File: src/rtl/core/kol_pkg.sv
// shared types, codes and keyword table of the keyword and operator lexer
package kol_pkg;

    // scanner mode between items
    typedef enum logic [2:0] {
        MODE_IDLE  = 3'd0,
        MODE_IDENT = 3'd1,
        MODE_NUM   = 3'd2,
        MODE_GT    = 3'd3,
        MODE_LT    = 3'd4,
        MODE_EQ    = 3'd5
    } t_mode;

    // load request from the scanner to the result queue
    typedef struct packed {
        logic       load;
        logic [1:0] count;
    } t_load;

    // token codes
    localparam logic [4:0] TOK_END      = 5'd0;
    localparam logic [4:0] TOK_KW_FIRST = 5'd1;
    localparam logic [4:0] TOK_IDENT    = 5'd10;
    localparam logic [4:0] TOK_NUMBER   = 5'd11;
    localparam logic [4:0] TOK_GE       = 5'd12;
    localparam logic [4:0] TOK_GT       = 5'd13;
    localparam logic [4:0] TOK_LE       = 5'd14;
    localparam logic [4:0] TOK_NE       = 5'd15;
    localparam logic [4:0] TOK_LT       = 5'd16;
    localparam logic [4:0] TOK_EQEQ     = 5'd17;
    localparam logic [4:0] TOK_EQ       = 5'd18;
    localparam logic [4:0] TOK_COMMA    = 5'd19;
    localparam logic [4:0] TOK_SEMI     = 5'd20;
    localparam logic [4:0] TOK_LPAREN   = 5'd21;
    localparam logic [4:0] TOK_RPAREN   = 5'd22;
    localparam logic [4:0] TOK_PLUS     = 5'd23;
    localparam logic [4:0] TOK_MINUS    = 5'd24;
    localparam logic [4:0] TOK_STAR     = 5'd25;
    localparam logic [4:0] TOK_SLASH    = 5'd26;
    localparam logic [4:0] TOK_INVALID  = 5'd27;

    // character codes
    localparam logic [7:0] CH_SPACE  = 8'h20;
    localparam logic [7:0] CH_NL     = 8'h0A;
    localparam logic [7:0] CH_0      = 8'h30;
    localparam logic [7:0] CH_9      = 8'h39;
    localparam logic [7:0] CH_UA     = 8'h41;
    localparam logic [7:0] CH_UZ     = 8'h5A;
    localparam logic [7:0] CH_LA     = 8'h61;
    localparam logic [7:0] CH_LZ     = 8'h7A;
    localparam logic [7:0] CH_GT     = 8'h3E;
    localparam logic [7:0] CH_LT     = 8'h3C;
    localparam logic [7:0] CH_EQ     = 8'h3D;
    localparam logic [7:0] CH_COMMA  = 8'h2C;
    localparam logic [7:0] CH_SEMI   = 8'h3B;
    localparam logic [7:0] CH_LPAREN = 8'h28;
    localparam logic [7:0] CH_RPAREN = 8'h29;
    localparam logic [7:0] CH_PLUS   = 8'h2B;
    localparam logic [7:0] CH_MINUS  = 8'h2D;
    localparam logic [7:0] CH_STAR   = 8'h2A;
    localparam logic [7:0] CH_SLASH  = 8'h2F;

    // identifier characters kept for keyword matching
    localparam int PREFIX_LEN = 5;
    localparam int KW_COUNT   = 9;

    // keyword spellings, zero padded
    localparam logic [7:0] KW_TEXT [KW_COUNT][PREFIX_LEN] = '{
        '{8'h43, 8'h6F, 8'h6E, 8'h73, 8'h74},  // Const
        '{8'h56, 8'h61, 8'h72, 8'h00, 8'h00},  // Var
        '{8'h69, 8'h66, 8'h00, 8'h00, 8'h00},  // if
        '{8'h74, 8'h68, 8'h65, 8'h6E, 8'h00},  // then
        '{8'h65, 8'h6C, 8'h73, 8'h65, 8'h00},  // else
        '{8'h77, 8'h68, 8'h69, 8'h6C, 8'h65},  // while
        '{8'h64, 8'h6F, 8'h00, 8'h00, 8'h00},  // do
        '{8'h62, 8'h65, 8'h67, 8'h69, 8'h6E},  // begin
        '{8'h65, 8'h6E, 8'h64, 8'h00, 8'h00}   // end
    };
    localparam logic [2:0] KW_LEN [KW_COUNT] = '{
        3'd5, 3'd3, 3'd2, 3'd4, 3'd4, 3'd5, 3'd2, 3'd5, 3'd3
    };

    // keyword code of an identifier, identifier code when none matches
    function automatic logic [4:0] keyword_code(input logic [PREFIX_LEN-1:0][7:0] pfx,
                                                input logic [2:0] len);
        logic [4:0] code;
        logic       hit;
        code = TOK_IDENT;
        for (int k = KW_COUNT - 1; k >= 0; k--) begin
            hit = (len == KW_LEN[k]);
            for (int j = 0; j < PREFIX_LEN; j++) begin
                if ((3'(j) < KW_LEN[k]) && (pfx[j] != KW_TEXT[k][j])) begin
                    hit = 1'b0;
                end
            end
            if (hit) begin
                code = TOK_KW_FIRST + 5'(k);
            end
        end
        return code;
    endfunction

endpackage

File: src/rtl/core/kol_scan.sv
// scanner state and token generation for one character item
module kol_scan
    import kol_pkg::*;
#(
    parameter int VALUE_BITS  = 32,
    parameter int LENGTH_BITS = 8,
    parameter int TOK_W       = 5 + LENGTH_BITS + VALUE_BITS + 1
) (
    input  logic                        i_clk,
    input  logic                        i_rst_n,
    input  logic                        i_accept,
    input  logic [7:0]                  i_char_code,
    input  logic                        i_is_final,
    output t_load                       o_load,
    output logic [2:0][TOK_W-1:0]       o_tok
);

    typedef struct packed {
        logic [4:0]             code;
        logic [LENGTH_BITS-1:0] len;
        logic [VALUE_BITS-1:0]  val;
        logic                   ovf;
    } t_tok;

    localparam logic [LENGTH_BITS-1:0] LEN_MAX = '1;

    t_mode                           r_mode, n_mode;
    logic [LENGTH_BITS-1:0]          r_len, n_len;
    logic [VALUE_BITS-1:0]           r_acc, n_acc;
    logic                            r_ovf, n_ovf;
    logic [PREFIX_LEN-1:0][7:0]      r_prefix, n_prefix;

    t_tok [2:0]                      toks;
    logic [1:0]                      cnt;
    logic                            done;
    logic                            is_letter, is_digit;
    logic [LENGTH_BITS-1:0]          len_inc;
    logic [VALUE_BITS+3:0]           acc_sum;
    logic                            acc_sat;

    function automatic t_tok mk(input logic [4:0] code, input logic [LENGTH_BITS-1:0] len,
                                input logic [VALUE_BITS-1:0] val, input logic ovf);
        t_tok t;
        t.code = code;
        t.len  = len;
        t.val  = val;
        t.ovf  = ovf;
        return t;
    endfunction

    // length as a keyword candidate, zero when it does not fit in three bits
    function automatic logic [2:0] short_len(input logic [LENGTH_BITS-1:0] len);
        return (|len[LENGTH_BITS-1:3]) ? 3'd0 : len[2:0];
    endfunction

    // character classes and counters
    assign is_letter = ((i_char_code >= CH_LA) && (i_char_code <= CH_LZ)) ||
                       ((i_char_code >= CH_UA) && (i_char_code <= CH_UZ));
    assign is_digit  = (i_char_code >= CH_0) && (i_char_code <= CH_9);
    assign len_inc   = (r_len == LEN_MAX) ? r_len : r_len + 1'b1;

    // saturating decimal accumulate: acc * 10 + digit
    assign acc_sum = {1'b0, r_acc, 3'b000} + {3'b000, r_acc, 1'b0} +
                     (VALUE_BITS+4)'(i_char_code[3:0]);
    assign acc_sat = |acc_sum[VALUE_BITS+3:VALUE_BITS];

    // token generation and next state
    always_comb begin
        n_mode   = r_mode;
        n_len    = r_len;
        n_acc    = r_acc;
        n_ovf    = r_ovf;
        n_prefix = r_prefix;
        toks     = '0;
        cnt      = 2'd0;
        done     = 1'b0;

        // continue the pending token
        unique case (r_mode)
            MODE_IDENT: begin
                if (is_letter || is_digit) begin
                    if (r_len < LENGTH_BITS'(PREFIX_LEN)) begin
                        n_prefix[r_len[2:0]] = i_char_code;
                    end
                    n_len = len_inc;
                    done  = 1'b1;
                end
            end
            MODE_NUM: begin
                if (is_digit) begin
                    n_acc = acc_sat ? '1 : acc_sum[VALUE_BITS-1:0];
                    n_ovf = r_ovf | acc_sat;
                    n_len = len_inc;
                    done  = 1'b1;
                end
            end
            MODE_GT: begin
                if (i_char_code == CH_EQ) begin
                    toks[cnt] = mk(TOK_GE, LENGTH_BITS'(2), '0, 1'b0);
                    cnt       = cnt + 2'd1;
                    n_mode    = MODE_IDLE;
                    done      = 1'b1;
                end
            end
            MODE_LT: begin
                if (i_char_code == CH_EQ) begin
                    toks[cnt] = mk(TOK_LE, LENGTH_BITS'(2), '0, 1'b0);
                    cnt       = cnt + 2'd1;
                    n_mode    = MODE_IDLE;
                    done      = 1'b1;
                end else if (i_char_code == CH_GT) begin
                    toks[cnt] = mk(TOK_NE, LENGTH_BITS'(2), '0, 1'b0);
                    cnt       = cnt + 2'd1;
                    n_mode    = MODE_IDLE;
                    done      = 1'b1;
                end
            end
            MODE_EQ: begin
                if (i_char_code == CH_EQ) begin
                    toks[cnt] = mk(TOK_EQEQ, LENGTH_BITS'(2), '0, 1'b0);
                    cnt       = cnt + 2'd1;
                    n_mode    = MODE_IDLE;
                    done      = 1'b1;
                end
            end
            default: begin
                n_mode = MODE_IDLE;
            end
        endcase

        // the character ends the pending token and starts its own
        if (!done) begin
            unique case (r_mode)
                MODE_IDENT: begin
                    toks[cnt] = mk(keyword_code(r_prefix, short_len(r_len)), r_len, '0, 1'b0);
                    cnt       = cnt + 2'd1;
                end
                MODE_NUM: begin
                    toks[cnt] = mk(TOK_NUMBER, r_len, r_acc, r_ovf);
                    cnt       = cnt + 2'd1;
                end
                MODE_GT: begin
                    toks[cnt] = mk(TOK_GT, LENGTH_BITS'(1), '0, 1'b0);
                    cnt       = cnt + 2'd1;
                end
                MODE_LT: begin
                    toks[cnt] = mk(TOK_LT, LENGTH_BITS'(1), '0, 1'b0);
                    cnt       = cnt + 2'd1;
                end
                MODE_EQ: begin
                    toks[cnt] = mk(TOK_EQ, LENGTH_BITS'(1), '0, 1'b0);
                    cnt       = cnt + 2'd1;
                end
                default: begin
                end
            endcase
            n_mode = MODE_IDLE;

            if ((i_char_code == CH_SPACE) || (i_char_code == CH_NL)) begin
                // separator, nothing to start
            end else if (is_letter) begin
                n_mode      = MODE_IDENT;
                n_prefix[0] = i_char_code;
                n_len       = LENGTH_BITS'(1);
            end else if (is_digit) begin
                n_mode = MODE_NUM;
                n_acc  = VALUE_BITS'(i_char_code[3:0]);
                n_ovf  = 1'b0;
                n_len  = LENGTH_BITS'(1);
            end else begin
                unique case (i_char_code)
                    CH_GT:     n_mode = MODE_GT;
                    CH_LT:     n_mode = MODE_LT;
                    CH_EQ:     n_mode = MODE_EQ;
                    CH_COMMA:  toks[cnt] = mk(TOK_COMMA,   LENGTH_BITS'(1), '0, 1'b0);
                    CH_SEMI:   toks[cnt] = mk(TOK_SEMI,    LENGTH_BITS'(1), '0, 1'b0);
                    CH_LPAREN: toks[cnt] = mk(TOK_LPAREN,  LENGTH_BITS'(1), '0, 1'b0);
                    CH_RPAREN: toks[cnt] = mk(TOK_RPAREN,  LENGTH_BITS'(1), '0, 1'b0);
                    CH_PLUS:   toks[cnt] = mk(TOK_PLUS,    LENGTH_BITS'(1), '0, 1'b0);
                    CH_MINUS:  toks[cnt] = mk(TOK_MINUS,   LENGTH_BITS'(1), '0, 1'b0);
                    CH_STAR:   toks[cnt] = mk(TOK_STAR,    LENGTH_BITS'(1), '0, 1'b0);
                    CH_SLASH:  toks[cnt] = mk(TOK_SLASH,   LENGTH_BITS'(1), '0, 1'b0);
                    default:   toks[cnt] = mk(TOK_INVALID, LENGTH_BITS'(1), '0, 1'b0);
                endcase
                if ((i_char_code != CH_GT) && (i_char_code != CH_LT) &&
                    (i_char_code != CH_EQ)) begin
                    cnt = cnt + 2'd1;
                end
            end
        end

        // last character: flush what is pending, add the end token, clear state
        if (i_is_final) begin
            unique case (n_mode)
                MODE_IDENT: begin
                    toks[cnt] = mk(keyword_code(n_prefix, short_len(n_len)), n_len, '0, 1'b0);
                    cnt       = cnt + 2'd1;
                end
                MODE_NUM: begin
                    toks[cnt] = mk(TOK_NUMBER, n_len, n_acc, n_ovf);
                    cnt       = cnt + 2'd1;
                end
                MODE_GT: begin
                    toks[cnt] = mk(TOK_GT, LENGTH_BITS'(1), '0, 1'b0);
                    cnt       = cnt + 2'd1;
                end
                MODE_LT: begin
                    toks[cnt] = mk(TOK_LT, LENGTH_BITS'(1), '0, 1'b0);
                    cnt       = cnt + 2'd1;
                end
                MODE_EQ: begin
                    toks[cnt] = mk(TOK_EQ, LENGTH_BITS'(1), '0, 1'b0);
                    cnt       = cnt + 2'd1;
                end
                default: begin
                end
            endcase
            toks[cnt] = mk(TOK_END, '0, '0, 1'b0);
            cnt       = cnt + 2'd1;
            n_mode    = MODE_IDLE;
            n_len     = '0;
            n_acc     = '0;
            n_ovf     = 1'b0;
        end
    end

    // scanner state
    always_ff @(posedge i_clk) begin
        if (!i_rst_n) begin
            r_mode <= MODE_IDLE;
            r_len  <= '0;
            r_acc  <= '0;
            r_ovf  <= 1'b0;
        end else if (i_accept) begin
            r_mode <= n_mode;
            r_len  <= n_len;
            r_acc  <= n_acc;
            r_ovf  <= n_ovf;
        end
    end

    // identifier prefix, only read after being written
    always_ff @(posedge i_clk) begin
        if (i_accept) begin
            r_prefix <= n_prefix;
        end
    end

    // tokens of this item to the result queue
    always_comb begin
        o_load.load  = i_accept;
        o_load.count = cnt;
        for (int i = 0; i < 3; i++) begin
            o_tok[i] = toks[i];
        end
    end

    // the last character leaves the scanner cleared
    a_final_clears: assert property (@(posedge i_clk) disable iff (!i_rst_n)
        i_accept && i_is_final |=> (r_mode == MODE_IDLE) && (r_len == '0))
        else $error("state not cleared after last character");

    // the last character always yields at least the end token
    a_final_tokens: assert property (@(posedge i_clk) disable iff (!i_rst_n)
        i_accept && i_is_final |-> (cnt != 2'd0))
        else $error("last character produced no token");

    // a number in progress holds at least one digit
    a_num_len: assert property (@(posedge i_clk) disable iff (!i_rst_n)
        (r_mode == MODE_NUM) |-> (r_len != '0))
        else $error("number mode with zero length");

endmodule

File: src/rtl/core/kol_outq.sv
// result queue holding the tokens of one item and sending them one per cycle while not stalled
module kol_outq
    import kol_pkg::*;
#(
    parameter int W = 46
) (
    input  logic                i_clk,
    input  logic                i_rst_n,
    input  t_load               i_load,
    input  logic [2:0][W-1:0]   i_data,
    output logic                o_can_load,
    output logic                o_valid,
    input  logic                i_stall,
    output logic [W-1:0]        o_data,
    output logic                o_last
);

    logic [1:0]          r_cnt;
    logic [2:0][W-1:0]   r_slot;
    logic                take;

    // handshake on the result side
    assign take       = o_valid && !i_stall;
    assign o_can_load = (r_cnt == 2'd0) || ((r_cnt == 2'd1) && take);
    assign o_valid    = (r_cnt != 2'd0);
    assign o_last     = (r_cnt == 2'd1);
    assign o_data     = r_slot[0];

    // token count
    always_ff @(posedge i_clk) begin
        if (!i_rst_n) begin
            r_cnt <= 2'd0;
        end else if (i_load.load) begin
            r_cnt <= i_load.count;
        end else if (take) begin
            r_cnt <= r_cnt - 2'd1;
        end
    end

    // token slots, shifted toward the head as tokens leave
    always_ff @(posedge i_clk) begin
        if (i_load.load) begin
            r_slot <= i_data;
        end else if (take) begin
            r_slot[0] <= r_slot[1];
            r_slot[1] <= r_slot[2];
        end
    end

    // a new item only loads once the previous one is drained
    a_load_ok: assert property (@(posedge i_clk) disable iff (!i_rst_n)
        i_load.load |-> o_can_load)
        else $error("item loaded over undelivered tokens");

    // each delivered token removes exactly one from the count
    a_take_dec: assert property (@(posedge i_clk) disable iff (!i_rst_n)
        take && !i_load.load |=> (r_cnt == $past(r_cnt) - 2'd1))
        else $error("token count did not step down");

    // a stalled queue keeps its count
    a_stall_hold: assert property (@(posedge i_clk) disable iff (!i_rst_n)
        o_valid && i_stall |=> (r_cnt == $past(r_cnt)))
        else $error("token count changed under stall");

endmodule

File: src/rtl/core/keyword_operator_lexer.sv
// Top level of the streaming keyword and operator lexer.
// Output: tokens of an item appear in the cycle after it is accepted, one token per cycle
// while i_stall is low. Input: one item per cycle while items yield at most one token and
// i_stall is low; an item that yields more (up to three) holds the input until its last token is taken.
// Reset: synchronous active-low i_rst_n clears scanner mode, counters and the result queue.
module keyword_operator_lexer
    import kol_pkg::*;
#(
    parameter int VALUE_BITS  = 32,
    parameter int LENGTH_BITS = 8
) (
    input  logic                    i_clk,
    input  logic                    i_rst_n,
    input  logic                    i_valid,
    output logic                    o_stall,
    input  logic [7:0]              i_char_code,
    input  logic                    i_is_final,
    output logic                    o_valid,
    input  logic                    i_stall,
    output logic [4:0]              o_token_code,
    output logic [LENGTH_BITS-1:0]  o_lexeme_length,
    output logic [VALUE_BITS-1:0]   o_number_value,
    output logic                    o_number_overflow,
    output logic                    o_run_last
);

    localparam int TOK_W = 5 + LENGTH_BITS + VALUE_BITS + 1;

    typedef struct packed {
        logic [4:0]             code;
        logic [LENGTH_BITS-1:0] len;
        logic [VALUE_BITS-1:0]  val;
        logic                   ovf;
    } t_tok;

    logic                   accept;
    logic                   can_load;
    t_load                  load;
    logic [2:0][TOK_W-1:0]  toks;
    logic [TOK_W-1:0]       head_bits;
    t_tok                   head;

    // input handshake
    assign o_stall = !can_load;
    assign accept  = i_valid && can_load;

    // scanner
    kol_scan #(
        .VALUE_BITS  (VALUE_BITS),
        .LENGTH_BITS (LENGTH_BITS),
        .TOK_W       (TOK_W)
    ) u_scan (
        .i_clk       (i_clk),
        .i_rst_n     (i_rst_n),
        .i_accept    (accept),
        .i_char_code (i_char_code),
        .i_is_final  (i_is_final),
        .o_load      (load),
        .o_tok       (toks)
    );

    // result queue
    kol_outq #(
        .W (TOK_W)
    ) u_outq (
        .i_clk      (i_clk),
        .i_rst_n    (i_rst_n),
        .i_load     (load),
        .i_data     (toks),
        .o_can_load (can_load),
        .o_valid    (o_valid),
        .i_stall    (i_stall),
        .o_data     (head_bits),
        .o_last     (o_run_last)
    );

    // token fields
    assign head              = t_tok'(head_bits);
    assign o_token_code      = head.code;
    assign o_lexeme_length   = head.len;
    assign o_number_value    = head.val;
    assign o_number_overflow = head.ovf;

endmodule

File: config.mk
export PLATFORM = sky130hd
export DESIGN_NAME = keyword_operator_lexer
export DESIGN_NICKNAME = d
export VERILOG_FILES = /design/src/rtl/core/kol_pkg.sv /design/src/rtl/core/kol_scan.sv /design/src/rtl/core/kol_outq.sv /design/src/rtl/core/keyword_operator_lexer.sv
export SDC_FILE = /design/constraint.sdc
export NUM_CORES = 1
export LEC_CHECK = 0
export BUFFER_PORTS_ARGS = -buffer_cell sky130_fd_sc_hd__buf_2
export CAP_MARGIN = 25
export CORE_ASPECT_RATIO = 0.75
export CORE_MARGIN = 3
export CORE_UTILIZATION = 55
export CTS_CLUSTER_SIZE = 8
export DETAILED_ROUTE_END_ITERATION = 7
export PLACE_DENSITY = 0.77
export SYNTH_ARGS = -nofsm -noshare
export SYNTH_HDL_FRONTEND = slang
export SYNTH_HIERARCHICAL = 1
export SYNTH_SLANG_ARGS = --single-unit
File: constraint.sdc
create_clock -name i_clk -period 12.9 [get_ports i_clk]
set_input_delay 0.645 -clock i_clk [delete_from_list [all_inputs] [get_ports i_clk]]
set_output_delay 0.645 -clock i_clk [all_outputs]
set_load 0.005 [all_outputs]
Yosys cells after proc, flatten, opt, wreduce, memory -nomap -nowiden

Cells that the tools add are included.

Register bits after elaboration: 224
Input bits: 13
Output and inout port bits: 49
Word-level logic and storage cells: 432

Add/sub/neg operators: 8
Magnitude comparators: 17
Eq/ne operators: 96
Mux-type cells: 220
Bitwise operators: 48
Reductions and logical operators: 30

Operator list:

| operator             | count |
|---|---|
| $pmux W138 S5        | 2 |
| $pmux W138 S9        | 1 |
| $mux W138            | 7 |
| $not A126 Y126       | 7 |
| $and A126 B126 Y126  | 6 |
| $bwmux W138          | 4 |
| $not A129 Y129       | 4 |
| $ne A8 B7 Y1 const B | 60 |
| $and A129 B129 Y129  | 3 |
| $demux W46 S2        | 4 |
| $mux W46             | 6 |
| $not A132 Y132       | 2 |
| $mux W32             | 8 |
| $and A123 B123 Y123  | 2 |
| $not A123 Y123       | 2 |
| $mux W92             | 2 |
| $and A138 B138 Y138  | 1 |
| $not A138 Y138       | 1 |
| $pmux W46 S3         | 1 |
| $and A132 B132 Y132  | 1 |
| $and A44 B132 Y132   | 1 |
| $and A43 B129 Y129   | 1 |
| $and A42 B126 Y126   | 1 |
| $mux W40             | 3 |
| 52 further kinds     | 289 |

Logic depth before layout (Yosys ltp)

Word-level depth: 36
Depth in mapped cells: 22
Mapped depth without buffers: 19

Cells and area by module

Netlist, hierarchy kept.

By module, submodules not included:

| module                 | instances | cells each | area an instance (µm²) | sequential area each (µm²) |
|---|---|---|---|---|
| kol_scan               | 1         | 1417       | 10231.1                | 2082.0 |
| kol_outq               | 1         | 306        | 5728.0                 | 4184.0 |
| keyword_operator_lexer | 1         | 2          | 10.0                   | 0.0 |

Worst setup path after synthesis

OpenSTA, ideal clock, no wires.

Path kind: input to register
From: input port i_stall
To: register u_outq.r_slot, in the netlist u_outq/o_data[0] (enable)
Arrival time: 7.102 ns
Required time: 12.230 ns
Path slack: 5.129 ns
Stages: 1
Cells stage by stage: o21ai_0

Longest elaborated chain between the ends: 6

RTL lines:

| element                        | RTL line                     | source |
|---|---|---|
| from (decl)                    | keyword_operator_lexer.sv:19 | `input logic i_stall,` |
| $logic_not A1 Y1 *             | kol_outq.sv:23               | `assign take = o_valid && !i_stall;` |
| $logic_and A1 B1 Y1 *          | kol_outq.sv:23               |  |
| $logic_and A1 B1 Y1            | kol_outq.sv:24               | `assign o_can_load = (r_cnt == 2'd0) \|\| ((r_cnt == 2'd1) && take);` |
| $logic_or A1 B1 Y1             | kol_outq.sv:24               |  |
| $logic_and A1 B1 Y1            | keyword_operator_lexer.sv:45 | `assign accept = i_valid && can_load;` |
| $reduce_bool A2 Y1 (no line) * | -                            |  |
| to (signal assigned)           | kol_outq.sv:43               | `r_slot <= i_data;` |
| to (decl)                      | kol_outq.sv:19               | `logic [2:0][W-1:0] r_slot;` |

Mark *: on every way between the ends. The rest lies on a longest branch, timed or not.
A chain may end at the register's enable or synchronous reset.

==> results.py <==
metrics = {
    "outcome": {
        "status": "complete, no violations",
    },
    "global_routing": {
        "grtUsageTotal_pct": 31.6,
        "grt_start_max_net_pins": 75,
        "grt_pass1_wl_um": 77500,
        "grt_pass1_vias": 13000,
        "grt_overflow": 0,
        "antenna_found_initial": 0,
    },
    "finish": {
        "area_delta_synth_final_pct": 7.56,
        "fin_util_pct": 60.7,
        "layout.nets": 1793,
        "diodes": 0,
        "drive_above_1_share_pct": 15.1,
        "multi_input_area_mm2": 0.00876,
        "fin_cells": 2112,
        "nFillCells": 2413,
        "seqCellArea_mm2": 0.00627,
    },
    "synth": {
        "synth_top_area_cell": "edfxtp_1",
        "yosys_warnings": 6,
        "syn-instance-count": 1725,
        "ys_ff_latch": 224,
        "syn_area_per_cell_um2": 9.26,
        "syn-cell-area_mm2": 0.0160,
        "ys_seq_area_share_pct": 39.2,
        "ys.flop_type": "edfxtp_1",
        "synth_edf_count": 178,
        "synth.area.top_cells": "edfxtp_1 (33%), mux2_2 (7.9%), ha_1 (6.0%)",
        "syn_nets": 1816,
        "synth.distinct_cells": 93,
        "async_flop_share_pct": 0,
        "synth_top_area_share_pct": 33.5,
    },
    "sta": {
        "final.setup.tns_ps": 0,
        "setup_violations": 0,
        "rsz0062_at_grt": "no",
        "worst_slack_ps": 6880,
        "slew_headroom_pct": 21.4,
        "timing.fmax_mhz": 166,
        "min_period_ps": 6020,
        "period_share_pct": 46.6,
        "hold_viol": 0,
        "tightest_slew_ps": 1180,
        "fin_skew_ps": 24.2,
        "slew_violations": 0,
    },
    "pwr": {
        "ir_worst_vdd_uv": 103,
        "p_total_uw": 2420,
        "p_leak_uw": 0.00639,
        "power_density_mw_per_mm2": 141,
    },
    "drt": {
        "drt-total-wl_um": 50300,
        "drt_first_pass_iters": 6,
        "num_vias": 14100,
        "drcViolationCount": 0,
        "ant_nets": 0,
        "routed_via_density": 6.67,
        "wl_per_cell_um": 23.8,
        "initialDrtViolationCount": 2280,
    },
    "clock_tree": {
        "ctsHoldBuffers": 0,
        "cts_tree": "done",
        "clockBufferDepth": 3,
        "h-tree-depth": 2,
        "clock_latency_ps": 530,
        "clk_pin_slew_ps": 50,
        "postCtsResizedCells": 0,
        "root_buffer": "clkbuf_16",
        "cts_buffers": 34,
        "numClockSinks": 224,
        "post_cts_buffers": 0,
    },
    "die": {
        "core_area_mm2": 0.0283,
        "die_x_um": 203,
        "start_util_pct": 56.4,
        "die_area_mm2": 0.0311,
        "num_rows": 53,
        "io_pins": 62,
        "die_height_um": 154,
    },
    "worst_setup_path": {
        "path_max_fanout": 31,
        "r2r_start": "u_scan/r_mode[2]$_SDFFE_PN0P_",
        "slowest_delay_ps": 770,
        "slowest_stage": "or3_1",
        "crit_chain": "buf_2, or4_4, o221ai_4, nand2_1, a31oi_1, and2_1, xnor2_1, a21oi_1, inv_1, ha_1, nand2_1, o21a_1, ha_1, nor2_1, nand2_1, or3_1, nor2_1, mux2_2",
        "critical_path_class": "in2reg",
        "critPathMostFrequentCell": "nand2_1",
        "cp-startpoint": "i_char_code[2]",
        "end_kind": "flop",
        "arrival_ps": 6290,
        "critPathRequiredTime_ps": 13170,
        "startpoint_type": "primary input",
    },
    "placed_design": {
        "gp_congestion": 1.03,
        "preCtsSetupSlack_ps": 6490,
        "dp.cells": 2051,
        "io_buffers": 61,
        "dpl.hpwl_um": 36700,
    },
    "job": {
        "drv_cap": 0,
    },
    "min_path": {
        "hp-class": "reg2reg",
        "hold_start": "u_outq/r_slot[105]$_DFFE_PP_",
    },
}
==> stage by stage <==
step / hold WS [ps] / area, um^2
after floorplan: 464 / 16000
after global placement: 525 / 16100
after detailed placement: 528 / 16200
after CTS: 535 / 17200
after global routing: 553 / 17200
final: 539 / 17200
==> cell families (layout without fill, tap and decap cells) <==
family | count (synthesis) | in the layout | share of synthesized area (%)
xor gates and xnor gates | 30 | 30 | 1.65
buffers and inverters | 193 | 195 | 6.06
and+or+nand+nor | 641 | 641 | 20.4
DFF | 224 | 224 | 39.2
muxes | 138 | 138 | 9.63
AOI/OAI and AO/OA | 421 | 421 | 16.9
adders and majority gates | 78 | 78 | 6.21
==> where the power goes <==
group / internal [uW] / switching (uW) / total [uW] / leakage (uW)
Clock: 504 / 332 / 836 / 0.000477
Sequential: 1010 / 70.3 / 1090 / 0.00213
Combinational: 197 / 306 / 504 / 0.00378
==> synth_stat cells (12+ instances only) <==
cell      number
nand3b_1      15
nor4_1        29
ha_1          76
nand2b_1      23
a22oi_1       14
o21a_1        18
nor3_1        35
dfxtp_1       46
nand4_1       24
and3_1        12
mux2_2       112
nand2_1      170
buf_2         24
mux2i_1       24
or3_1         13
nand3_1       47
a211oi_1      15
edfxtp_1     178
xnor2_1       19
nor2_1       163
o21ai_0      111
inv_1         54
a21o_1        21
a21oi_1      105
buf_4         47
and2_1        26
clkbuf_1      58
a31oi_1       21
o22ai_1       25
nor2b_1       24
==> area by class of cell <==
cell class                 instances  area share (%)
multi-input combinational       1308            51.0
clock inverter                     4           0.408
tap                              385            2.80
clock buffer                      57            5.51
sequential                       224            36.5
timing repair buffer              78            2.59
inverter                          56            1.22
==> state kept, by name, summed over array words and instances, names as in the netlist <==
name and count:
u_scan/r_mode 3, u_scan/r_len 8, u_scan/r_ovf 1, u_outq/r_cnt 2, u_scan/r_acc 32, u_outq/r_slot 92, u_scan/r_prefix 40, u_outq/o_data 46
==> cells in the final DEF (no fill, tap or decap), drive strengths merged, types with 28 or more instances in the layout <==
cell	n
nor4	30
inv	54
and2	28
buf	78
edfxtp	178
nor3	36
clkbuf	57
o21ai	117
mux2	112
dfxtp	46
nor2	163
nand2	172
ha	76
a21oi	107
nand3	47
==> critical path: cells and delay by family <==
family                   cells  cell delay, ps
AO/OA/AOI/OAI                4            1610
XOR/XNOR                     1              90
adder cells (fa/ha/maj)      2             550
buffers and inverters        2             400
multiplexers                 1             310
AND/OR/NAND/NOR              8            2660
==> path summary, 6_finish.rpt <==
path / end / slack [ps] / cells past startpoint
worst min-delay path: u_outq/r_slot[59]$_DFFE_PP_ / 540 / 1
worst max-delay path: u_outq/r_slot[76]$_DFFE_PP_ / 6880 / 18
worst min register to register: u_outq/r_slot[59]$_DFFE_PP_ / 540 / 1
worst max register to register: u_outq/r_slot[70]$_DFFE_PP_ / 7230 / 13
==> metal layers <==
layer  vias up  wire length (um)  GRT usage, %
li1       6349                 -             -
met1      6681             22000          49.5
met2       966             19900          42.3
met3        81              7480          10.1
met4         0               923          6.86
met5         -                 0             0
(Power assumes the default switching activity.)
